--- config.mk ---
export PLATFORM = sky130hd
export DESIGN_NAME = sukt_cell
export DESIGN_NICKNAME = d
export VERILOG_FILES = /design/src/hw/rtl/sukt_pkg.sv /design/src/hw/rtl/sukt_cell.sv
export SDC_FILE = /design/constraint.sdc
export NUM_CORES = 1
export LEC_CHECK = 0
export BUFFER_PORTS_ARGS = -buffer_cell sky130_fd_sc_hd__buf_2
export CAP_MARGIN = 20
export CORE_MARGIN = 3
export CORE_UTILIZATION = 44
export DETAILED_ROUTE_END_ITERATION = 10
export PLACE_DENSITY = 0.81
export RECOVER_POWER = 50
export SETUP_SLACK_MARGIN = 0.05
export SKIP_CTS_REPAIR_TIMING = 1
export SLEW_MARGIN = 20
export SYNTH_ARGS = -nofsm -noshare
export SYNTH_HDL_FRONTEND = slang
export SYNTH_SLANG_ARGS = --single-unit
--- constraint.sdc ---
create_clock -name clk -period 2.85 [get_ports clk]
set_input_delay 0.4275 -clock clk [delete_from_list [all_inputs] [get_ports clk]]
set_output_delay 0.4275 -clock clk [all_outputs]
set_load 0.01 [all_outputs]
--- src/hw/rtl/sukt_pkg.sv ---
// Shared types, constants and helpers for the sorted unique key table.
package sukt_pkg;

    localparam int DEPTH     = 64;
    localparam int KEY_BITS  = 32;
    localparam int IN_KEY_W  = 32;
    localparam int SLOT_W    = 7;
    localparam int CNT_W     = $clog2(DEPTH + 1);
    localparam int SPAN_W    = (KEY_BITS > CNT_W) ? KEY_BITS : CNT_W;

    typedef enum logic [1:0] {
        STAT_OK   = 2'd0,
        STAT_MISS = 2'd1,
        STAT_DUP  = 2'd2,
        STAT_FULL = 2'd3
    } status_t;

    typedef enum logic {
        OP_INSERT = 1'b0,
        OP_LOOKUP = 1'b1
    } op_t;

    typedef enum logic {
        ST_IDLE,
        ST_UPD
    } state_t;

    typedef struct packed {
        logic                       op;
        logic signed [IN_KEY_W-1:0] key;
    } req_item_t;

    typedef struct packed {
        logic [1:0]        status;
        logic [SLOT_W-1:0] slot;
        logic [SLOT_W-1:0] count;
        logic              contiguous;
    } rsp_item_t;

    // What one cell hands to its right-hand neighbor.
    typedef struct packed {
        logic                valid;
        logic                lt;
        logic [KEY_BITS-1:0] key;
    } cell_link_t;

    // Broadcast from the controller to every cell.
    typedef struct packed {
        logic                cmp_en;
        logic [KEY_BITS-1:0] cmp_key;
        logic                ins_en;
        logic [KEY_BITS-1:0] ins_key;
    } cell_cmd_t;

    // Sign-extend, keep KEY_BITS bits and flip the sign bit, so that unsigned
    // order of the result is signed order of the key.
    function automatic logic [KEY_BITS-1:0] bias_key(input logic signed [IN_KEY_W-1:0] k);
        logic [63:0]         wide;
        logic [KEY_BITS-1:0] kb;
        wide = 64'(k);
        kb = wide[KEY_BITS-1:0];
        kb[KEY_BITS-1] = ~kb[KEY_BITS-1];
        return kb;
    endfunction

endpackage

--- src/hw/rtl/sukt_cell.sv ---
// One table cell: holds a key, compares it with the search key and shifts right on insert.
module sukt_cell (
    input  logic                clk,
    input  logic                rst_n,
    input  sukt_pkg::cell_cmd_t cmd,
    input  sukt_pkg::cell_link_t left,
    output sukt_pkg::cell_link_t right,
    output logic                eq
);
    import sukt_pkg::*;

    logic                valid_reg, valid_next;
    logic                lt_reg, lt_next;
    logic                eq_reg, eq_next;
    logic [KEY_BITS-1:0] key_reg, key_next;
    logic                take;

    // A cell at or after the insertion point takes over its left neighbor's
    // key; the cell right at the insertion point takes the new key instead.
    assign take = cmd.ins_en && left.valid && !lt_reg;

    always_comb
    begin
        lt_next    = lt_reg;
        eq_next    = eq_reg;
        valid_next = valid_reg;
        key_next   = key_reg;
        if (cmd.cmp_en)
        begin
            lt_next = valid_reg && (key_reg < cmd.cmp_key);
            eq_next = valid_reg && (key_reg == cmd.cmp_key);
        end
        if (take)
        begin
            valid_next = 1'b1;
            key_next   = left.lt ? cmd.ins_key : left.key;
        end
    end

    always_ff @(posedge clk or negedge rst_n)
    begin
        if (!rst_n)
        begin
            valid_reg <= 1'b0;
            lt_reg    <= 1'b0;
            eq_reg    <= 1'b0;
        end
        else
        begin
            valid_reg <= valid_next;
            lt_reg    <= lt_next;
            eq_reg    <= eq_next;
        end
    end

    always_ff @(posedge clk)
    begin
        key_reg <= key_next;
    end

    assign right.valid = valid_reg;
    assign right.lt    = lt_reg;
    assign right.key   = key_reg;
    assign eq          = eq_reg;

endmodule
; Yosys cells after proc, flatten, opt, wreduce, memory -nomap -nowiden
; Index checks and enable logic that the tools add are counted.
[word_totals]
out_inout_bits = 35
in_bits = 102
ff_bits = 35
[classes]
n_reduce_logical = 5
n_mux = 1
eq_ne = 1
n_lt_le_gt_ge = 1
[ops]
columns = cell, count
row1 = $eq 32x32->1, 1
row2 = $lt 32x32->1, 1
row3 = $mux 32, 1
row4 = $logic_and 1x1->1, 4
row5 = $logic_not 1->1, 1

; Depth between registers and ports, before layout
[depth]
depth_word = 2
depth_mapped = 7

; Worst setup path before layout
; OpenSTA, ideal clock, no wires.
[synth_path]
path_kind = input -> register
from = input port cmd[32] (netlist bit)
to = register key_reg[0], enable pin
path_slack_ps = 573
path_stages = 2
n_path_buf = 0
arrival_ps = 1855
setup_ps = 423
path_cell_list = nand2_1 nor2_1
[synth_via]
elab_chain_len = 2
[synth_rtl]
columns = item, line_no
row1 = start: declaration, sukt_cell.sv:5  ; input sukt_pkg::cell_cmd_t cmd,
row2 = $logic_and 1x1->1 (2 in series), sukt_cell.sv:20  ; assign take = cmd.ins_en && left.valid && !lt_reg;
row3 = net take, sukt_cell.sv:16  ; logic take;
row4 = end signal: assignment, sukt_cell.sv:58  ; key_reg <= key_next;
row5 = end: declaration, sukt_cell.sv:15  ; logic [KEY_BITS-1:0] key_reg, key_next;
; The timed path passes the listed nets, and every way through them passes these cells.
; A chain may end at the register's enable or synchronous reset.

; Worst setup path in the final report
[layout_path]
from = register lt_reg
to = register key_reg[8], enable pin
[layout_via]
elab_chain_len = 2
[layout_rtl]
columns = item, line_no
row1 = start: declaration, sukt_cell.sv:13  ; logic lt_reg, lt_next;
row2 = start signal: assignment, sukt_cell.sv:51  ; lt_reg <= lt_next;
row3 = $logic_not 1->1, sukt_cell.sv:20
row4 = $logic_and 1x1->1, sukt_cell.sv:20
row5 = net take, sukt_cell.sv:16
; The timed path passes the listed nets, and every way through them passes these cells.

==> qor.yml <==
power_mw: 1.20
synth_nets: 327
crit_arrival_ns: 2.13
yosysWarnings: 0
firstDrtPassIters: 4
status: "finished with violations"
finalSetupViolCount: 0
grt_max_degree: 34
synthTopCellsByCount: "33 x inv_1, 32 x edfxtp_1, 32 x ha_1"
core_mm2: 0.00485
drt_iter0_drc: 50
ios: 137
post-dp-hpwl_um: 4580
rsz0062_at_grt: "false"
ys_ff_latch: 35
synthArstFlopShare_pct: 8.57
hold_class: "in -> reg"
clock_sink_count: 35
viasPerCell: 4.76
synth_cells: 193
setup-tns-final_ns: 0
routed-via-count: 1903
drc: 0
synth-main-ff-cell: "edfxtp_1"
clk_pin_slew_ns: 0.07
criticalPathCategory: "reg -> reg"
routed_wl_um: 5490
startpoint_type: "register"
cpPeakStageDelay_ns: 1.29
synth_area_leaders: "edfxtp_1 42%, ha_1 18%, mux2_2 14%"
fmax_ghz: 0.442
skew_ns: 0.00155
cts-buffers-inserted: 5
clock_latency_ns: 0.28
die_w_um: 78.0
syn_to_final_growth_pct: 34.6
synth_edf_count: 32
root_buffer: "clkbuf_8"
route.detailed.wl_per_inst_um: 13.7
fin_crit_sh_pct: 79.3
placed_cells: 391
fp-row-count: 25
tightest_slew_ns: 1.79
synth_top_area_cell: "edfxtp_1"
grt_pass1_vias: 2040
die_y_um: 78.0
crit_slowest_cell: "clkbuf_1"
finalNonFillerCells: 400
crit_path_end_kind: "register"
place_area_mm2: 0.00302
numPortBuffers: 136
slew_headroom_pct: -19.6
irDropWorstVdd_mv: 0.335
fin_nets: 466
clockBufferDepth: 2
antenna_found_initial: 0
synthesis.area_mm2: 0.00228
antenna_left: 0
hold_viol: 0
post-synth-top-count-cell: "inv_1"
largest_register_ffs: 32
gp_congestion: 0.825
cts_tree: "yes"
dieArea_mm2: 0.00608
violations: "max-capacitance violations, max-slew violations"
grt_pass1_wl_um: 9190
slew_viol_final: 34
p_per_area_mw_per_mm2: 392
cp_max_fo: 33
n_antenna_cell: 0
yosysSeqAreaShare_pct: 45.5
p_leak_nw: 1.47
fin_area_mm2: 0.00307
crit_path_cell_trace: "nor2_4 -> clkbuf_1"
h-tree-depth: 2
grt_usage_pct: 19.1
synth_top_area_share_pct: 42.2
start_util_pct: 47.0
layout_min_cycle_time_ns: 2.26
maxCapViolCount: 1
fillers: 413
layout-drive-gt1-share_pct: 41.7
required_ns: 2.72
yosysUniqueCellTypes: 31
avgSynthCellArea_um2: 11.8
grt_overflow: 0
-- layout make-up --
cell class                      instances  area, um^2  share of cell area, %
Clock inverter                          1        5.00                  0.163
Sequential cell                        35        1040                   33.8
Clock buffer                            7        76.3                   2.49
Inverter                               33         124                   4.04
Tap cell                               67        83.8                   2.73
Timing Repair Buffer                  138         649                   21.2
Multi-Input combinational cell        119        1090                   35.6
-- kinds of logic after synthesis --
group	share of synthesized area, %
AOI/OAI and AO/OA	8.02
DFF	45.5
and+or+nand+nor	6.21
muxes	15.8
buffers and inverters	6.92
adders and majority gates	17.6
-- routing by layer --
metal / vias up / routed length, um / global-route usage (%)
li1: 974 / - / -
met1: 859 / 2150 / 21.9
met2: 68 / 2950 / 35.0
met3: 2 / 345 / 4.64
met4: 0 / 40 / 5.24
met5: - / 0 / 0
-- layout by cell type, fill, tap and decap left out, types with 4 or more instances in the layout --
master / netlist / layout
nand2_1: 9 / 9
clkbuf_1: 1 / 39
inv_1: 33 / 33
edfxtp_1: 32 / 32
buf_2: 3 / 100
clkbuf_8: 0 / 5
nand3_1: 4 / 4
nand4_1: 6 / 6
mux2_2: 29 / 29
a21oi_1: 12 / 12
ha_1: 32 / 32
-- path summary, 6_finish.rpt --
kind	from	end	slack, ns	depth (start not counted)
max	lt_reg$_DFFE_PN0P_	key_reg[8]$_DFFE_PP_	0.59	2
min	left[0]	key_reg[0]$_DFFE_PP_	0.43	2
max reg2reg	lt_reg$_DFFE_PN0P_	key_reg[8]$_DFFE_PP_	0.59	2
min reg2reg	eq$_DFFE_PN0P_	eq$_DFFE_PN0P_	0.51	1
max in group asynchronous	rst_n	valid_reg$_DFFE_PN0P_	2.21	2
min in group asynchronous	rst_n	lt_reg$_DFFE_PN0P_	0.49	2
-- metrics by stage --
stage                     setup slack, ns  utilization [%]  hold WS, ns
after floorplan                     0.573                -        0.132
after global placement              0.836             62.4        0.226
after detailed placement            0.717             62.4        0.224
after CTS                           0.815             64.1      -0.0834
after global routing                0.358             63.3        0.435
final                               0.589             63.3        0.427
-- worst max-delay path, delay by kind of cell, from the launching register on --
family	cells	cell delay (ns)
and+or+nand+nor	1	0.11
DFF	1	0.44
buffers and inverters	1	1.29
-- report_power, final --
part,switching [mW],internal (mW)
logic,0.120,0.133
registers,0.0148,0.596
clock network,0.168,0.171
Power figures use the tool's default switching activity.
